## config.mk

```make
export PLATFORM = sky130hd
export DESIGN_NAME = epd_ram
export DESIGN_NICKNAME = d
export VERILOG_FILES = /design/src/hw/rtl/epd_ram.sv
export SDC_FILE = /design/constraint.sdc
export NUM_CORES = 2
export LEC_CHECK = 0
export BUFFER_PORTS_ARGS = -buffer_cell sky130_fd_sc_hd__buf_4
export CORE_MARGIN = 3
export CORE_UTILIZATION = 60
export DETAILED_ROUTE_END_ITERATION = 10
export PLACE_DENSITY = 0.82
export SETUP_SLACK_MARGIN = 0.1
export SKIP_CTS_REPAIR_TIMING = 1
export SLEW_MARGIN = 20
export SYNTH_ARGS = -nofsm -noshare
export SYNTH_HDL_FRONTEND = slang
export SYNTH_SLANG_ARGS = --single-unit
export TNS_END_PERCENT = 1
```

## constraint.sdc

```tcl
create_clock -name clk -period 3.15 [get_ports clk]
set_input_delay 0.315 -clock clk [delete_from_list [all_inputs] [get_ports clk]]
set_output_delay 0.315 -clock clk [all_outputs]
set_load 0.05 [all_outputs]
```

## src/hw/rtl/epd_ram.sv

```systemverilog
// generic single write port, single read port ram with registered read
// no dependencies
module epd_ram #(
  parameter int WIDTH = 22,
  parameter int DEPTH = 101
) (
  input  logic                     clk,
  input  logic                     we,
  input  logic [$clog2(DEPTH)-1:0] waddr,
  input  logic [WIDTH-1:0]         wdata,
  input  logic                     re,
  input  logic [$clog2(DEPTH)-1:0] raddr,
  output logic [WIDTH-1:0]         rdata
);

  logic [WIDTH-1:0] mem [DEPTH];

  always_ff @(posedge clk) begin
    if (we) mem[waddr] <= wdata;
    if (re) rdata <= mem[raddr];
  end

endmodule

```

* Word level (Yosys, flattened, before mapping)
Memory sizes are Yosys's and may differ from the RTL's. A register that Yosys moved wholly into a read port is not among the register bits.
Index checks and enable logic that the tools add are counted.
** Storage, ports and cells
- Bits in registers :: 0
- Output and inout port bits :: 22
- Bits in read-only memories :: 0
- Bits in latches :: 0
- Word-level logic and storage cells :: 3
- RAM bits :: 2222
- Input port bits :: 39
- Memories kept :: 1
** Memories
- mem :: words 101, width 22, read ports 1, clocked after memory_dff 1, wr ports 1, line 16 : logic [WIDTH-1:0] mem [DEPTH];
** Operators by class
- Multiplexer cells :: 2
- Shifts and indexed selects :: 0
- Multiply operators :: 0
- Add/sub/neg operators :: 0
- Divide/modulo/power cells :: 0
- Bitwise operators :: 0
- Magnitude comparators :: 0
- Eq/ne operators :: 0
- Reductions and logical operators :: 0
** Operators with widths (number)
- $mux W1 :: 2

* Logic depth before layout (Yosys ltp)
- Depth after elaboration :: 2
- Depth in mapped cells :: 11
- Gate-level depth less buffers :: 5

* Worst setup path after synthesis
No wires, ideal clock.
- Kind :: input -> register
- Start point :: input waddr[5]
- End point :: memory mem[58][0] (enable)
- Library setup time :: 0.429 ns
- Data required time :: 2.721 ns
- Stages :: 4
- Buffers on the path :: 0
- Slack :: 0.234 ns
- Arrival :: 2.487 ns
- Cell sequence :: nor2b_1 nand4_1 or2_2 nor3_1
** RTL lines
- start: declaration :: line 9 : input logic [$clog2(DEPTH)-1:0] waddr,
- end: declaration :: line 16
No word-level cell before the write port.

==> flow_summary.ini <==
[drt]
drt-initial-drc-count = 8168
wl_per_cell_um = 38.3
drtAntennaViolNets = 0
routed_wl_um = 236000
vias = 44437
vias_per_cell = 7.21
drc = 0
drtPass1Iterations = 6

[die]
fp-row-count = 138
start_util_pct = 60.6
io_pins = 61
die_x_um = 385
die_h_um = 385
die-area_mm2 = 0.148
fp.coreArea_mm2 = 0.142

[cts]
clk_pin_slew_ns = 0.07
cts_tree = yes
worstSkewPairLatency_ns = 0.86
cts_sinks = 2244
cts_made_buffers = 206
clockBufferDepth = 3
htree_levels = 4
clockRootBuffer = clkbuf_16

[worst_setup_path]
start_kind = register
required_ns = 3.71
arrival_ns = 3.57
critPathKind = reg -> reg
path_max_fanout = 1
cp-end-kind = register

[global_routing]
grt-busiest-layer = met2
grt_pass1_wl_um = 335000
first_global_vias = 44474
met3_usage_pct = 10.3
grt_use_met2_pct = 49.3
grt_usage_pct = 32.5
grt_max_degree = 102
globalRouteMet1Util_pct = 43.3
antenna_found_initial = 16
overflow = 0

[sta]
timing.fmax_mhz = 332
worst_slack_ns = 0.137
hold_ws_ns = -0.00678
skew_ns = 0.0436
hold_viol = 2
setup_viol = 0
rsz0062_at_grt = false
maxSlewHeadroom_pct = 21.9
fin_crit_ns = 3.01
fin_crit_sh_pct = 95.6
worstMarginPinSlew_ns = 1.17
maxSlewViolCount = 0

[yosys]
synth_area_mm2 = 0.0860
synth_ff_type = edfxtp_1
synth_cell_types = 49
synth_edf_count = 2244
syn_avg_cell_area_um2 = 22.9
yosysWarnings = 0
yosysSeqAreaShare_pct = 78.3
synth_async_sr_flop_share_pct = 0
ys_ff_latch = 2244
synth_nets = 3791
syn_inst = 3752

[power_and_ir_drop]
p_seq_share_pct = 54.1
clockPowerShare_pct = 40.4
internal-power_uw = 47900
leakagePower_uw = 0.0308
p_sw_share_pct = 21.8
combPwrFrac_pct = 5.5
vdd_drop_max_mv = 0.645
p_sw_uw = 13300
power.density_mw_per_mm2 = 629

[final_layout]
layout-drive-gt1-share_pct = 30.3
n_fill_cell = 7889
fin_nets = 4136
final_cell_mix = 2244 x edfxtp_1, 543 x mux4_2, 272 x buf_4
utilization_pct = 68.5
final_common_cell = edfxtp_1
area_delta_synth_final_pct = 13.0

[status]
status = complete, but fails checks
violations = negative hold slack

[placement]
post-dp-hpwl_um = 126000
post-place-ws_ns = -0.592
gp_congestion = 0.894
io_buffer_count = 60

[hold_path]
min_path_type = in -> reg

[flow_run]
maxCapViolations = 0
## metal layers
| metal | vias to the layer above | routed length (um) |
|---|---|---|
| li1 | 16656 | - |
| met1 | 22712 | 75600 |
| met2 | 4266 | 110000 |
| met3 | 799 | 35600 |
| met4 | 4 | 14000 |
| met5 | - | 147 |
## kinds of logic (layout without fill, tap and decap cells)
kind of cell / count (synthesis) / after routing / share of synthesized area, %
buffers and inverters: 206 / 718 / 1.52
other: 0 / 5 / 0
multiplexers: 713 / 713 / 16.2
AO/OA/AOI/OAI: 278 / 278 / 2.31
flip-flops: 2244 / 2244 / 78.3
AND/OR/NAND/NOR: 311 / 311 / 1.65
## worst max-delay path, cell delays in order, from the launching register on
cell,delay [ns]
edfxtp_1,0.43
mux4_2,0.53
mux4_2,0.50
nor2b_1,0.15
a211oi_1,0.82
buf_4,0.25
a311oi_1,0.06
## final timing paths
check	startpoint	slack (ns)	to	cells after the start
worst min register to register	mem[100][3]	0.84	rdata[3]	4
worst max-delay path	mem[16][1]	0.14	rdata[1]	6
worst min-delay path	wdata[13]	-0.007	mem[56][13]	1
worst max register to register	mem[16][1]	0.14	rdata[1]	6
## Yosys cell counts, drive strengths merged, types with 3 or more instances
master,n,area share (%)
o211ai,5,0.044
a31oi,4,0.029
buf,126,1.2
mux2i,154,1.8
or2,4,0.029
mux4,543,14
a2bb2oi,4,0.041
a22o,24,0.24
o21ai,28,0.16
o22ai,16,0.12
o2111ai,3,0.031
a32oi,8,0.081
a211oi,17,0.15
o221ai,3,0.031
nor2b,34,0.25
edfxtp,2244,78
a22oi,99,0.86
a21oi,37,0.22
and2,5,0.036
nor4,3,0.022
nor3b,4,0.035
nand2b,12,0.087
nor2,126,0.55
mux2,16,0.21
o31ai,4,0.035
clkbuf,79,0.34
nand3,42,0.24
a311oi,15,0.15
a221oi,4,0.041
nand2,65,0.28
nor3,8,0.047
## power by group through the flow
stage,Combinational (uW),Clock (uW),Sequential (uW)
3_3_place_gp,3100,0,33700
6_report,3380,24700,33100
2_1_floorplan,1610,0,33800
3_5_place_dp,3190,0,33700
4_1_cts,3280,24800,33100
5_1_grt,3470,25900,33100
## stage by stage
stage               hold slack [ns]  std cells  TNS, ns  instance area (um^2)  power (uW)
finish                     -0.00678       6159        0                 97300       61200
detailed placement            0.731       5767    -2.85                 90400       36900
CTS                          -0.141       6142        0                 97100       61200
floorplan                     0.414       3752        0                 86000       35400
global route                0.00172       6156        0                 97300       62500
global placement              0.757       5767    -2.73                 90400       36800
## registers in the layout, summed over array words and instances (netlist names)
register,cells
mem,2222
rdata,22
## area by class of cell
| type | count | area (um^2) | area share [%] |
|---|---|---|---|
| antenna | 5 | 12.5 | 0.0129 |
| clock buffer | 246 | 5350 | 5.50 |
| clock inverter | 129 | 1270 | 1.30 |
| inverter | 1 | 3.75 | 0.00386 |
| multi-input combinational | 1302 | 17600 | 18.1 |
| sequential | 2244 | 67400 | 69.3 |
| tap | 1890 | 2360 | 2.43 |
| timing repair buffer | 342 | 3270 | 3.36 |
(Power assumes the default switching activity.)
