**config.mk**
```make
export PLATFORM = sky130hd
export DESIGN_NAME = epd_decode
export DESIGN_NICKNAME = d
export VERILOG_FILES = /design/src/hw/rtl/epd_pkg.sv /design/src/hw/rtl/epd_decode.sv
export SDC_FILE = /design/constraint.sdc
export NUM_CORES = 1
export LEC_CHECK = 0
export BUFFER_PORTS_ARGS = -buffer_cell sky130_fd_sc_hd__buf_2
export CAP_MARGIN = 20
export CORE_AREA = 2 2 135 137
export DETAILED_ROUTE_END_ITERATION = 6
export DIE_AREA = 0 0 137 139
export PLACE_DENSITY = 0.59
export RECOVER_POWER = 100
export SLEW_MARGIN = 0
export SYNTH_ARGS = -nofsm -noshare
export SYNTH_HDL_FRONTEND = slang
export SYNTH_SLANG_ARGS = --single-unit
```
**constraint.sdc**
```tcl
create_clock -name vclk -period 4
set_input_delay 0.6 -clock vclk [all_inputs]
set_output_delay 0.6 -clock vclk [all_outputs]
set_load 0.03 [all_outputs]
```
**src/hw/rtl/epd_pkg.sv**
```systemverilog
// shared types, constants and decode helpers for the packet decoder
// and resistance measurement block; no dependencies
package epd_pkg;

  typedef logic signed [21:0] sample_t;

  localparam logic [1:0] MODE_STOP   = 2'd0;
  localparam logic [1:0] MODE_SIGNAL = 2'd1;
  localparam logic [1:0] MODE_RESIST = 2'd2;

  localparam logic [1:0] REG_MODE  = 2'd0;
  localparam logic [1:0] REG_THR   = 2'd1;
  localparam logic [1:0] REG_GAIN  = 2'd2;

  localparam logic KIND_PAIR   = 1'b0;
  localparam logic KIND_RESIST = 1'b1;

  // deviation accumulator is split in two 24-bit chunks for the gain product
  localparam int DW = 48;
  localparam int PW = 72;
  localparam int NW = PW - 16;

  typedef struct packed {
    logic        done;
    logic        ovr;
    logic [31:0] ohms;
  } mad_res_t;

  // left-justified signed word divided by 2048, truncated toward zero
  function automatic sample_t base_div(input logic [31:0] u);
    logic signed [20:0] q;
    begin
      q = 21'($signed(u) >>> 11);
      if (u[31] && (u[10:0] != 11'd0)) q = q + 21'sd1;
      return {q[20], q};
    end
  endfunction

  function automatic logic [1:0] chan_order(input logic [1:0] k);
    logic [1:0] c;
    begin
      unique case (k)
        2'd0: c = 2'd1;
        2'd1: c = 2'd2;
        2'd2: c = 2'd0;
        default: c = 2'd3;
      endcase
      return c;
    end
  endfunction

endpackage

```
**src/hw/rtl/epd_decode.sv**
```systemverilog
// unpacks packet number, button flag and eight samples from a 20-byte packet
// depends on epd_pkg
module epd_decode import epd_pkg::*; (
  input  logic [63:0]       bytes_first,
  input  logic [63:0]       bytes_middle,
  input  logic [31:0]       bytes_tail,
  output logic [10:0]       pkt,
  output logic              btn,
  output sample_t [7:0]     smp
);

  logic [7:0] b [20];
  logic [31:0] u [4];
  logic signed [15:0] dl [4];

  always_comb begin
    for (int i = 0; i < 8; i++) begin
      b[i]     = bytes_first[63-8*i -: 8];
      b[8 + i] = bytes_middle[63-8*i -: 8];
    end
    for (int i = 0; i < 4; i++) b[16 + i] = bytes_tail[31-8*i -: 8];

    pkt = {b[0], b[1][7:5]};
    btn = b[1][4];

    u[0] = {b[1][3:0], b[2], b[3], b[4], 4'b0};
    u[1] = {b[4][6:0], b[5], b[6], b[7], 1'b0};
    u[2] = {b[6][1:0], b[7], b[8], b[9], 6'b0};
    u[3] = {b[9][4:0], b[10], b[11], 11'b0};

    for (int i = 0; i < 4; i++) begin
      dl[i]      = $signed({b[12 + 2*i], b[13 + 2*i]});
      smp[i]     = base_div(u[i]);
      smp[4 + i] = smp[i] + {{6{dl[i][15]}}, dl[i]};
    end
  end

endmodule

```
== Word level (Yosys, flattened, before mapping) ==
Index checks and enable logic that the tools add are counted.
Widths: inputs -> output; s select.

* Input bits: 160
* Flip-flop bits (word level): 0

* Reduce and logical (&&, ||, !) cells: 6
* Add/subtract/negate cells: 7
* Muxes and demuxes: 3

{| class="wikitable"
|+ Operator list
! kind !! count
|-
| $add 21x16->22 || 4
|-
| $add 21x2->21 const B || 3
|-
| $mux 21 || 3
|-
| $reduce_bool 10->1 || 1
|-
| $reduce_bool 7->1 || 1
|-
| $reduce_bool 5->1 || 1
|-
| $logic_and 1x1->1 || 3
|}

== Depth between registers and ports, before layout ==
* Depth after elaboration: 4
* Depth in mapped cells: 18
* Mapped depth without buffers: 16

== Least setup slack after synthesis ==
Ideal clock, no wire load.

* Path kind: input to output
* From: input port bytes_first[24]
* To: output port smp[107] in the netlist's numbering
* Stages: 15
* Setup slack: -861 ps
* Data required time: 3,400 ps
* Buffers on the path: 1
* Arrival time: 4,261 ps
* Cell sequence: nor3_1 -> a21boi_1 -> and3_1 -> and2_1 -> clkbuf_1 -> nand2_1 -> xnor2_1 -> ha_1 -> and3_2 -> a311oi_2 -> a21oi_1 -> o21a_1 -> a221o_2 -> o31ai_4 -> xnor2_1

{| class="wikitable"
|+ RTL lines
! element !! line !! text
|-
| start, declared || epd_decode.sv:4 || <nowiki>input logic [63:0] bytes_first,</nowiki>
|-
| end, declared || epd_decode.sv:9 || <nowiki>output sample_t [7:0] smp</nowiki>
|}

==> impl_metrics.tcl <==
set metrics [dict create \
    place.gp.congestion 0.9590 \
    synthesis.nets 962 \
    max_slew_margin 0.6555 \
    end_of_the_worst_hold_path "pkt[1]" \
    path_common_cell "buf_6" \
    holdCritStartpoint "bytes_first[54]" \
    failed_checks "setup timing" \
    tightest_slew_ps 519.0 \
    post-synth-top-count-cell "xnor2_1" \
    timing.final.hold_violations 0 \
    irDropWorstVdd_mv 0.1489 \
    tns_ps -5054 \
    grt_first_pass_wirelength_um 34520 \
    routedWlPerCell_um 15.44 \
    vias 7192 \
    first_global_vias 7132 \
    worst_hold_path_type "primary input to output pin" \
    antenna_violating_nets_post_route 0 \
    antenna_found_initial 5 \
    initial_core_util 0.2934 \
    cp_slowest_cell "o32a_1" \
    yosys-top-cells-area "ha_1, xnor2_1, xor2_1" \
    drt-initial-drc-count 197 \
    synthDistinctLibCells 55 \
    critical_path_buf_inv_count 4 \
    maximum_number_of_pins_on_one_net_before_global_route_repair 8 \
    fp-row-count 49 \
    number_of_setup_violations_in_the_final_report 31 \
    timing.final.ws_setup_ps -329.1 \
    detailroute.wirelength.met3_um 1064 \
    worstSetupStartpointType "primary input" \
    floorplan.die.height_um 139 \
    critical_path.max_fanout 4 \
    n_sequential_cell 0 \
    detail_route.wirelength_um 22820 \
    netlist_top_cells_count "xnor2_1, ha_1, a21oi_1" \
    routed-wl-met2_um 11830 \
    top_layer_used "met5" \
    synthesis.instances 711 \
    ios 348 \
    finalNetCount 1500 \
    grt_setup_unrepaired "yes" \
    dp.cells 1441 \
    die_w_um 137 \
    critPathTopFamily "compound AO/OA/AOI/OAI gates" \
    route.detailed.drc 0 \
    grt-ovfl-total 0 \
    worstPathArrival_ps 3730 \
    whs_path_depth 0 \
    all_layer_global_routing_usage 0.2207 \
    synthDominantAreaCellType "ha_1" \
    netlist.area_leader.share 0.2101 \
    drt_pre_antenna_iters 4 \
    period_needed_ps 4329 \
    layout.area.seq_um2 0 \
    synth-seq-area-share 0 \
    timing_max_transition_violations_final 0 \
    clockBufferCount 0 \
    design.core.area_um2 17660 \
    syn_area_um2 5180 \
    timing.critical_path.cells "buf_6 > nor4_4 > nand3_1 > nand3_1 > nor2_4 > buf_6 > xor2_4 > ha_4 > buf_6 > a21o_1 > a21oi_2 > o31ai_4 > o32a_1 > a31oi_4 > o21a_1 > o21bai_2 > xor2_2 > buf_6" \
    power-per-cell-area_nw_per_um2 217.3 \
    worst_ep_required_time_ps 3400 \
    avgSynthCellArea_um2 7.285 \
    part_of_the_cycle_the_worst_path_needs 1.082 \
    synth_warnings 0 \
    report.power.total_uw 2338 \
    timing.setup.critical_path_class "primary input to output pin" \
    critical-path-max-stage-delay_ps 350 \
    portBuffers 324 \
    stdcell_count 1478 \
    drive_gt1_frac 0.5549 \
    outcome "finished, violations left" \
    post_cts_hold_buffers 0 \
    avgViaCountPerCell 4.866 \
    max_cap_viol_count 0 \
    fmax_mhz 231.0 \
    post-dp-hpwl_um 19280 \
    route.layer.met1.wl_um 9336 \
    static-leakage-power_uw 0.005081 \
    design.die.area_um2 19040 \
    timing.critical_path.to_type "output pin" \
    areaGrowthSynthToFinish_pct 107.7 \
    layout.core_utilization 0.6093 \
]
==> kinds of logic after synthesis <==
kind of cell	share of synthesized area
xor+xnor	0.2198
simple gates	0.2022
buf+inv	0.07536
compound gates	0.2705
fa+ha+maj	0.2256
mux	0.006521
==> layout by cell type, fill, tap and decap left out, types with 10 or more instances in the layout <==
master      n
buf_4     253
a21oi_2    30
nor2b_1    15
nor2_1     22
nand3_1    25
a21oi_1    33
xnor2_4    14
ha_4       24
xnor2_2    33
xor2_2     12
a21o_1     38
o21ai_0    18
xor2_1     20
o21bai_1   10
nand4_1    17
xnor2_1    42
buf_2     149
ha_1       59
buf_6      49
clkbuf_1  119
and3_1     12
nand2_1    42
inv_1      21
==> stage by stage <==
| stage | setup slack (ps) | area, um2 | hold WS, ps |
|---|---|---|---|
| after floorplan | -224.3 | 6321 | 1288 |
| after global placement | -493.6 | 9582 | 1200 |
| after detailed placement | -505.9 | 9582 | 1200 |
| after CTS | -279.2 | 10430 | 1200 |
| after global routing | -433.7 | 10760 | 1200 |
| final | -329.1 | 10760 | 1200 |
==> worst max path at each step <==
stage	start	depth (start not counted)	to
final	bytes_first[4]	18	smp[128]
after global routing	bytes_first[4]	18	smp[128]
after CTS	bytes_middle[52]	18	smp[152]
after detailed placement	bytes_first[8]	15	smp[127]
after global placement	bytes_first[8]	16	smp[127]
after floorplan	bytes_first[27]	14	smp[107]
==> timing repair <==
| action | CTS | global route |
|---|---|---|
| gates resized for setup | 174 | 84 |
| setup endpoints to repair | 39 | 39 |
| pin swaps | 106 | 63 |
| buffers inserted | 23 | 15 |
==> where the power goes <==
group	switching [uW]	total, uW	internal, uW
Clock	0	0.0000669	0.0000668
Combinational	1340	2340	999
Sequential	0	0	0
Total	1340	2340	999
==> layer usage <==
metal	track usage	vias up
met4	0.04449	6
met5	0	-
met3	0.02632	41
met1	0.2685	3332
met2	0.4106	182
li1	-	3631
==> layout make-up <==
| class | count | area (um2) |
|---|---|---|
| Multi-Input combinational cell | 644 | 6659 |
| Timing Repair Buffer | 580 | 3721 |
| Inverter | 23 | 86.33 |
| Tap cell | 229 | 286.5 |
| Antenna cell | 2 | 5.005 |
| Fill cell | 1580 | 6899 |
(Power assumes the default switching activity.)
