## src/hw/rtl/epd_pkg.sv

```systemverilog
// shared types, constants and decode helpers for the packet decoder
// and resistance measurement block; no dependencies
package epd_pkg;

  typedef logic signed [21:0] sample_t;

  localparam logic [1:0] MODE_STOP   = 2'd0;
  localparam logic [1:0] MODE_SIGNAL = 2'd1;
  localparam logic [1:0] MODE_RESIST = 2'd2;

  localparam logic [1:0] REG_MODE  = 2'd0;
  localparam logic [1:0] REG_THR   = 2'd1;
  localparam logic [1:0] REG_GAIN  = 2'd2;

  localparam logic KIND_PAIR   = 1'b0;
  localparam logic KIND_RESIST = 1'b1;

  // deviation accumulator is split in two 24-bit chunks for the gain product
  localparam int DW = 48;
  localparam int PW = 72;
  localparam int NW = PW - 16;

  typedef struct packed {
    logic        done;
    logic        ovr;
    logic [31:0] ohms;
  } mad_res_t;

  // left-justified signed word divided by 2048, truncated toward zero
  function automatic sample_t base_div(input logic [31:0] u);
    logic signed [20:0] q;
    begin
      q = 21'($signed(u) >>> 11);
      if (u[31] && (u[10:0] != 11'd0)) q = q + 21'sd1;
      return {q[20], q};
    end
  endfunction

  function automatic logic [1:0] chan_order(input logic [1:0] k);
    logic [1:0] c;
    begin
      unique case (k)
        2'd0: c = 2'd1;
        2'd1: c = 2'd2;
        2'd2: c = 2'd0;
        default: c = 2'd3;
      endcase
      return c;
    end
  endfunction

endpackage

```

## src/hw/rtl/epd_mad.sv

```systemverilog
// resistance sequencer: scans kept samples through one shared multiplier,
// then scales by the gain and divides bit-serially; depends on epd_pkg
module epd_mad import epd_pkg::*; #(
  parameter int WINDOW = 100
) (
  input  logic                           clk,
  input  logic                           rst,
  input  logic                           start,
  input  logic [$clog2(WINDOW+2)-1:0]    n,
  input  logic signed [21+$clog2(WINDOW+2):0] sum,
  input  logic [20:0]                    thr,
  input  logic [23:0]                    gain,
  output logic                           rd_en,
  output logic [$clog2(WINDOW+1)-1:0]    rd_addr,
  input  sample_t                        rd_data,
  output mad_res_t                       res
);

  localparam int CW = $clog2(WINDOW + 2);
  localparam int AW = $clog2(WINDOW + 1);
  localparam int SW = 22 + CW;
  localparam int TW = SW + 1;
  localparam int QW = 2 * CW;
  localparam int KW = $clog2(NW + 1);

  typedef enum logic [3:0] {
    M_IDLE, M_RD, M_MUL, M_ACC, M_GLO, M_GHI, M_NSQ, M_DINIT, M_DIV, M_DONE
  } mstate_t;

  mstate_t state;
  logic [CW-1:0] n_q;
  logic [CW-1:0] j;
  logic [DW-1:0] d_acc;
  logic [PW-1:0] p_acc;
  logic [NW-1:0] numq;
  logic [QW-1:0] divisor;
  logic [QW-1:0] rem;
  logic [KW-1:0] step;
  logic          ovr;

  logic signed [24:0] mul_a, mul_b;
  logic signed [49:0] mul_p, mul_q;
  logic signed [TW-1:0] t;
  logic [TW-1:0] t_abs;
  logic [QW:0]   rem_sh;
  logic          q_bit;

  assign rd_en   = (state == M_RD);
  assign rd_addr = j[AW-1:0];

  // the one shared multiplier
  always_comb begin
    mul_a = '0;
    mul_b = '0;
    unique case (state)
      M_MUL: begin
        mul_a = $signed({{(25-CW){1'b0}}, n_q});
        mul_b = $signed({{3{rd_data[21]}}, rd_data});
      end
      M_GLO: begin
        mul_a = $signed({1'b0, d_acc[23:0]});
        mul_b = $signed({1'b0, gain});
      end
      M_GHI: begin
        mul_a = $signed({1'b0, d_acc[47:24]});
        mul_b = $signed({1'b0, gain});
      end
      M_NSQ: begin
        mul_a = $signed({{(25-CW){1'b0}}, n_q});
        mul_b = $signed({{(25-CW){1'b0}}, n_q});
      end
      default: begin
        mul_a = '0;
        mul_b = '0;
      end
    endcase
    mul_p = mul_a * mul_b;
  end

  always_comb begin
    t      = $signed(mul_q[TW-1:0]) - $signed({sum[SW-1], sum});
    t_abs  = t[TW-1] ? TW'(-t) : TW'(t);
    rem_sh = {rem, numq[NW-1]};
    q_bit  = (rem_sh >= {1'b0, divisor});
  end

  always_ff @(posedge clk) begin
    mul_q <= mul_p;
    if (rst) begin
      state    <= M_IDLE;
      res.done <= 1'b0;
    end else begin
      res.done <= 1'b0;
      unique case (state)
        M_IDLE: begin
          if (start) begin
            n_q   <= n;
            j     <= '0;
            d_acc <= '0;
            ovr   <= 1'b0;
            state <= (n == '0) ? M_DONE : M_RD;
            numq  <= '0;
          end
        end
        M_RD:  state <= M_MUL;
        M_MUL: begin
          if (rd_data >= $signed({1'b0, thr})) ovr <= 1'b1;
          state <= M_ACC;
        end
        M_ACC: begin
          d_acc <= d_acc + {{(DW-TW){1'b0}}, t_abs};
          j     <= j + 1'b1;
          state <= (j + 1'b1 == n_q) ? M_GLO : M_RD;
        end
        M_GLO: state <= M_GHI;
        M_GHI: begin
          p_acc <= {{(PW-48){1'b0}}, mul_q[47:0]};
          state <= M_NSQ;
        end
        M_NSQ: begin
          p_acc <= p_acc + {mul_q[47:0], 24'b0};
          state <= M_DINIT;
        end
        M_DINIT: begin
          numq    <= p_acc[PW-1:16];
          divisor <= mul_q[QW-1:0];
          rem     <= '0;
          step    <= '0;
          state   <= M_DIV;
        end
        M_DIV: begin
          rem  <= q_bit ? QW'(rem_sh - {1'b0, divisor}) : rem_sh[QW-1:0];
          numq <= {numq[NW-2:0], q_bit};
          step <= step + 1'b1;
          if (step == KW'(NW - 1)) state <= M_DONE;
        end
        M_DONE: begin
          res.done <= 1'b1;
          res.ovr  <= ovr;
          if (ovr || (|numq[NW-1:32])) res.ohms <= 32'hFFFF_FFFF;
          else res.ohms <= numq[31:0];
          state <= M_IDLE;
        end
        default: state <= M_IDLE;
      endcase
    end
  end

endmodule

```

## config.mk

```make
export PLATFORM = sky130hd
export DESIGN_NAME = epd_mad
export DESIGN_NICKNAME = d
export VERILOG_FILES = /design/src/hw/rtl/epd_pkg.sv /design/src/hw/rtl/epd_mad.sv
export SDC_FILE = /design/constraint.sdc
export NUM_CORES = 2
export LEC_CHECK = 0
export ABC_AREA = 1
export BUFFER_PORTS_ARGS = -buffer_cell sky130_fd_sc_hd__clkbuf_2
export CAP_MARGIN = 20
export CORE_MARGIN = 4
export CORE_UTILIZATION = 66
export CTS_BUF_LIST = sky130_fd_sc_hd__clkbuf_4 sky130_fd_sc_hd__clkbuf_8
export DETAILED_ROUTE_END_ITERATION = 8
export PLACE_DENSITY = 0.84
export SLEW_MARGIN = 20
export SYNTH_ARGS = -nofsm -noshare
export SYNTH_HDL_FRONTEND = slang
export SYNTH_SLANG_ARGS = --single-unit
export TNS_END_PERCENT = 10
```

## constraint.sdc

```tcl
create_clock -name clk -period 9.1 [get_ports clk]
set_clock_uncertainty 0.15 [all_clocks]
set_input_delay 1.365 -clock clk [delete_from_list [all_inputs] [get_ports clk]]
set_output_delay 1.365 -clock clk [all_outputs]
set_load 0.05 [all_outputs]
```

Word-level counts from Yosys, hierarchy flattened. Cells that the tools add are included.

Logic and storage cells: 82. Register bits after elaboration: 311. Output and inout bits: 42. Input bits: 106.

Multiply operators: 1. Equality and inequality tests: 14. Bitwise logic cells: 1. Mux-type cells: 23. Add/subtract/negate cells: 7. Order comparisons: 2. Reduce and logical (&&, ||, !) cells: 20.

Operators by type and width (count): 56-bit case mux with 3 select lines (1); 72-bit case mux with 2 select lines (1); 48-bit case mux with 2 select lines (1); 25-bit case mux with 3 select lines (1); 72-bit adder (1); 24-bit case mux with 3 select lines (1); 56-bit 2-to-1 mux (1); 48-bit by 30-bit adder with 48-bit output (1); 25-bit by 25-bit multiplier with 48-bit output (1); 48-bit 2-to-1 mux (1); 4-bit case mux with 9 select lines (1); 34-bit 2-to-1 mux (1); 32-bit 2-to-1 mux (1); 30-bit 2-to-1 mux (1); 30-bit negator (1); 30-bit by 29-bit subtractor with 30-bit output (1); 14-bit case mux with 2 select lines (1); 24-bit OR reduction (1); 22-bit >= comparator (1); 4-bit by 3-bit equality test with 1-bit output, second input constant (4); 15-bit by 14-bit >= comparator with 1-bit output (1); 14-bit 2-to-1 mux (1); 7-bit case mux with 2 select lines (1); 14-bit subtractor (1); 24 further kinds (41).

Longest topological paths before layout.
Depth in word-level cells: 5. Mapped depth: 37. Gate-level depth less buffers: 36.

Worst setup path after synthesis. OpenSTA, ideal clock, no wires.

Path kind: input port to flip-flop. Start: input port gain[1]. End: register mul_q[39]. Setup time: 72 ps. Required time: 8878 ps. Stages on the path: 30. Data arrival time: 7305 ps. Setup slack: 1573 ps. Buffers on the path: 1. Path through: nand3_1 -> o211ai_1 -> clkbuf_1 -> nand2_1 -> fa_1 -> inv_1 -> fa_1 -> fa_1 -> inv_1 -> fa_1 -> inv_1 -> fa_1 -> fa_1 -> inv_1 -> fa_1 -> inv_1 -> ha_1 -> nand2_1 -> nor2_1 -> inv_1 -> nor2_1 -> inv_1 -> nor4_2 -> a21oi_1 -> o21ai_1 -> nand2_1 -> nand2_1 -> nand2_1 -> nand2_1 -> xor2_1.

Word-level cells in the longest chain between the ends: 2.

Ends and longest elaborated chain: start: declaration (RTL line epd_mad.sv:12) `input logic [23:0] gain,`; 25-bit case mux with 3 select lines (RTL line epd_mad.sv:55) `unique case (state)`; 25-bit by 25-bit multiplier with 48-bit output (RTL line epd_mad.sv:77) `mul_p = mul_a * mul_b;`; named net mul_p[39] (RTL line epd_mad.sv:42) `logic signed [49:0] mul_p, mul_q;`; end signal: assignment (RTL line epd_mad.sv:88) `mul_q <= mul_p;`; end: declaration (RTL line epd_mad.sv:42).

The timed path passes the listed nets, and every way through them passes these cells. A chain may end at the register's enable or synchronous reset.

Worst setup path in the final report.
Start: register state[0]. End: register mul_q[25].

Word-level cells in the longest chain between the ends: 4. Elaborated cells on any way between the ends: 9. Those cells by class: mul: 1; eq/ne: 4; mux: 2; reduce/logical: 2.

Ends and longest elaborated chain: start: declaration (RTL line epd_mad.sv:30) `mstate_t state;`; start signal: assignment (RTL line epd_mad.sv:101) `state <= (n == '0) ? M_DONE : M_RD;`; start signal: assignment (RTL line epd_mad.sv:113) `state <= (j + 1'b1 == n_q) ? M_GLO : M_RD;`; 4-bit by 2-bit equality test with 1-bit output / 4-bit by 3-bit equality test with 1-bit output (equally long branches) (RTL line epd_mad.sv:55); 2-bit OR reduction (no source line); 24-bit case mux with 3 select lines / 25-bit case mux with 3 select lines (equally long branches) (RTL line epd_mad.sv:55); 25-bit by 25-bit multiplier with 48-bit output (*) (RTL line epd_mad.sv:77); named net mul_p[25] (RTL line epd_mad.sv:42).

Mark *: on every way through the listed nets, which the timed path passes. The rest lies on a longest branch.

==> results_dict.tcl <==
set metrics [dict create \
    drt_iter0_drc 3560 \
    instances_no_fill 6325 \
    finalNetCount 6400 \
    wl_met3_um 13100 \
    clk_pin_slew_ns 0.07 \
    endpoint_kind "flop" \
    highest_layer "met5" \
    io-pin-count 148 \
    critPathSlowestCell "o21ai_2" \
    die_w_um 258 \
    critPathMaxFanout 13 \
    drcViolationCount 0 \
    outcome "finished, final reports clean" \
    syn_nets 6265 \
    io_buffers 147 \
    core_area_mm2 0.0617 \
    vias 36000 \
    vias_per_cell 5.69 \
    finalSetupViolations 0 \
    dieArea_mm2 0.0665 \
    grt_max_degree 58 \
    ys_seq_elements 295 \
    drt_pass1_iterations 6 \
    critPathKind "flop to flop" \
    rsz0062_at_grt "false" \
    ant_nets 0 \
    post-route-util_pct 71.5 \
    vdd_ir_drop_max_uv 140 \
    grt_pass1_wl_um 194000 \
    area_growth_pct 7.17 \
    cts-root-buf "clkbuf_8" \
    clockBufferDepth 3 \
    synth.avg_cell_area_um2 7.76 \
    overflow 0 \
    synth_commonest_cells "1278 x inv_1, 1262 x nand2_1, 507 x fa_1" \
    tns_ns 0 \
    synth_top_area_share_pct 24.6 \
    grt_pass1_vias 36400 \
    cts-resized-gates 0 \
    cts_buffers 50 \
    fp.dieH_um 258 \
    leakage_uw 0.0233 \
    hold_buffers 0 \
    slew_viol_final 0 \
    crit_top_cell "inv_1" \
    finalCriticalPeriod_ns 8.51 \
    grt.total_usage_pct 37.1 \
    netlist_area_mm2 0.0412 \
    synth_edf_count 242 \
    dp.cells 6228 \
    dominantRegCellSynth "edfxtp_1" \
    gp_congestion 1.03 \
    post_drt_wl_per_cell_um 19.3 \
    cts_tree "yes" \
    async_flop_share_pct 0 \
    synth.most_common_cell "inv_1" \
    numClockSinks 295 \
    synth_area_leaders "fa_1 25%, edfxtp_1 18%, inv_1 12%, nand2_1 12%, ha_1 10%" \
    htree_levels 2 \
    hold_class "flop to flop" \
    required_ns 9.43 \
    rows 91 \
    max_freq_mhz 117 \
    syn-instance-count 5310 \
    hpwl_um 102000 \
    power_density_mw_per_mm2 102 \
    slowest_delay_ns 0.69 \
    worst_ep_arrival_time_ns 8.84 \
    yosysSeqAreaShare_pct 20.2 \
    post-route-period-util_pct 93.5 \
    start_kind "flop" \
    tightest_slew_ns 1.00 \
    finalHoldViolations 0 \
    wirelength_um 122000 \
    drive_above_1_share_pct 7.44 \
    synth_top_area_cell "fa_1" \
    ys_types 59 \
    wl_met2_um 54700 \
    wirelength_met1_um 47300 \
    ys_warn_count 0 \
    grt_antenna_before_repair 6 \
    postCtsSetupRepairBufs 0 \
    start_util_pct 66.7 \
    insertion_delay_ns 0.65 \
    max-slew-margin-rel_pct 32.6 \
    drv_cap 0 \
]
==> stage by stage <==
stage	hold WS, ns	power, µW	instance area [µm²]	setup slack (ns)
floorplan	0.278	2590	41200	1.57
global placement	0.352	3050	43000	0.816
detailed placement	0.350	3060	43000	0.790
CTS	0.358	4460	44100	0.774
global route	0.375	4710	44100	0.140
finish	0.353	4500	44100	0.589
==> area by class of cell <==
type | count | area (µm²)
timing repair buffer | 227 | 1340
clock buffer | 65 | 838
fill | 5003 | 17600
antenna | 1 | 2.50
sequential | 295 | 8330
clock inverter | 29 | 322
tap | 837 | 1050
multi-input combinational | 3574 | 27400
inverter | 1297 | 4870
==> kinds of logic after synthesis <==
kind of cell    after synthesis  synth area share [%]
compound gates              703                  9.91
xor+xnor                    116                  2.49
fa+ha+maj                   849                  35.0
buf+inv                    1441                  13.4
flops                       295                  20.2
simple gates               1906                  18.9
==> final timing paths <==
check / slack [ns] / start / depth (start not counted) / endpoint
worst max register to register: 0.59 / state[0] / 29 / mul_q[25]
worst min register to register: 0.35 / numq[12] / 2 / res[12]
worst max-delay path: 0.59 / state[0] / 29 / mul_q[25]
worst min-delay path: 0.35 / numq[12] / 2 / res[12]
==> critical path, delay by kind of cell (launching register included) <==
kind | cells | cell delay (ns)
AO/OA/AOI/OAI | 4 | 1.46
XOR/XNOR | 1 | 0.35
adder cells (fa/ha/maj) | 8 | 3.81
buffers and inverters | 11 | 1.30
flip-flops | 1 | 0.38
AND/OR/NAND/NOR | 5 | 0.88
==> layout by cell type, fill, tap and decap left out, types with 8 or more instances in the layout <==
cell type,instances
a21boi_0,8
a21o_1,10
a21oi_1,293
a22o_1,18
a31oi_1,23
a32o_1,27
buf_4,79
clkbuf_2,147
clkbuf_4,10
clkbuf_8,56
clkinv_1,11
clkinv_2,10
dfxtp_1,53
edfxtp_1,242
fa_1,507
ha_1,342
inv_1,1278
inv_2,17
nand2_1,1262
nand2_2,16
nand3_1,133
nand4_1,40
nor2_1,334
nor2_2,19
nor2_4,9
nor3_1,36
nor4_1,20
o21a_1,30
o21ai_0,218
o21ai_1,9
o21ai_2,13
o21bai_1,14
xnor2_1,45
xor2_1,70
==> state kept, by name, indices dropped and copies added (netlist names), 4 cells and up <==
register,cells
step,6
res,34
rd_addr,7
n_q,7
rem,14
state,4
divisor,14
mul_q,48
numq,56
p_acc,56
d_acc,48
==> layer usage <==
metal,track usage (%),vias up
li1,-,16700
met1,49.3,17000
met2,58.7,1953
met3,7.43,361
met4,18.2,8
met5,0,-
==> report_power, final <==
group	switching, µW	total (µW)	internal (µW)
combinational	1040	1490	448
clock	598	1400	806
sequential	74.9	1600	1530
total	1720	4500	2780
(Power assumes the default switching activity.)
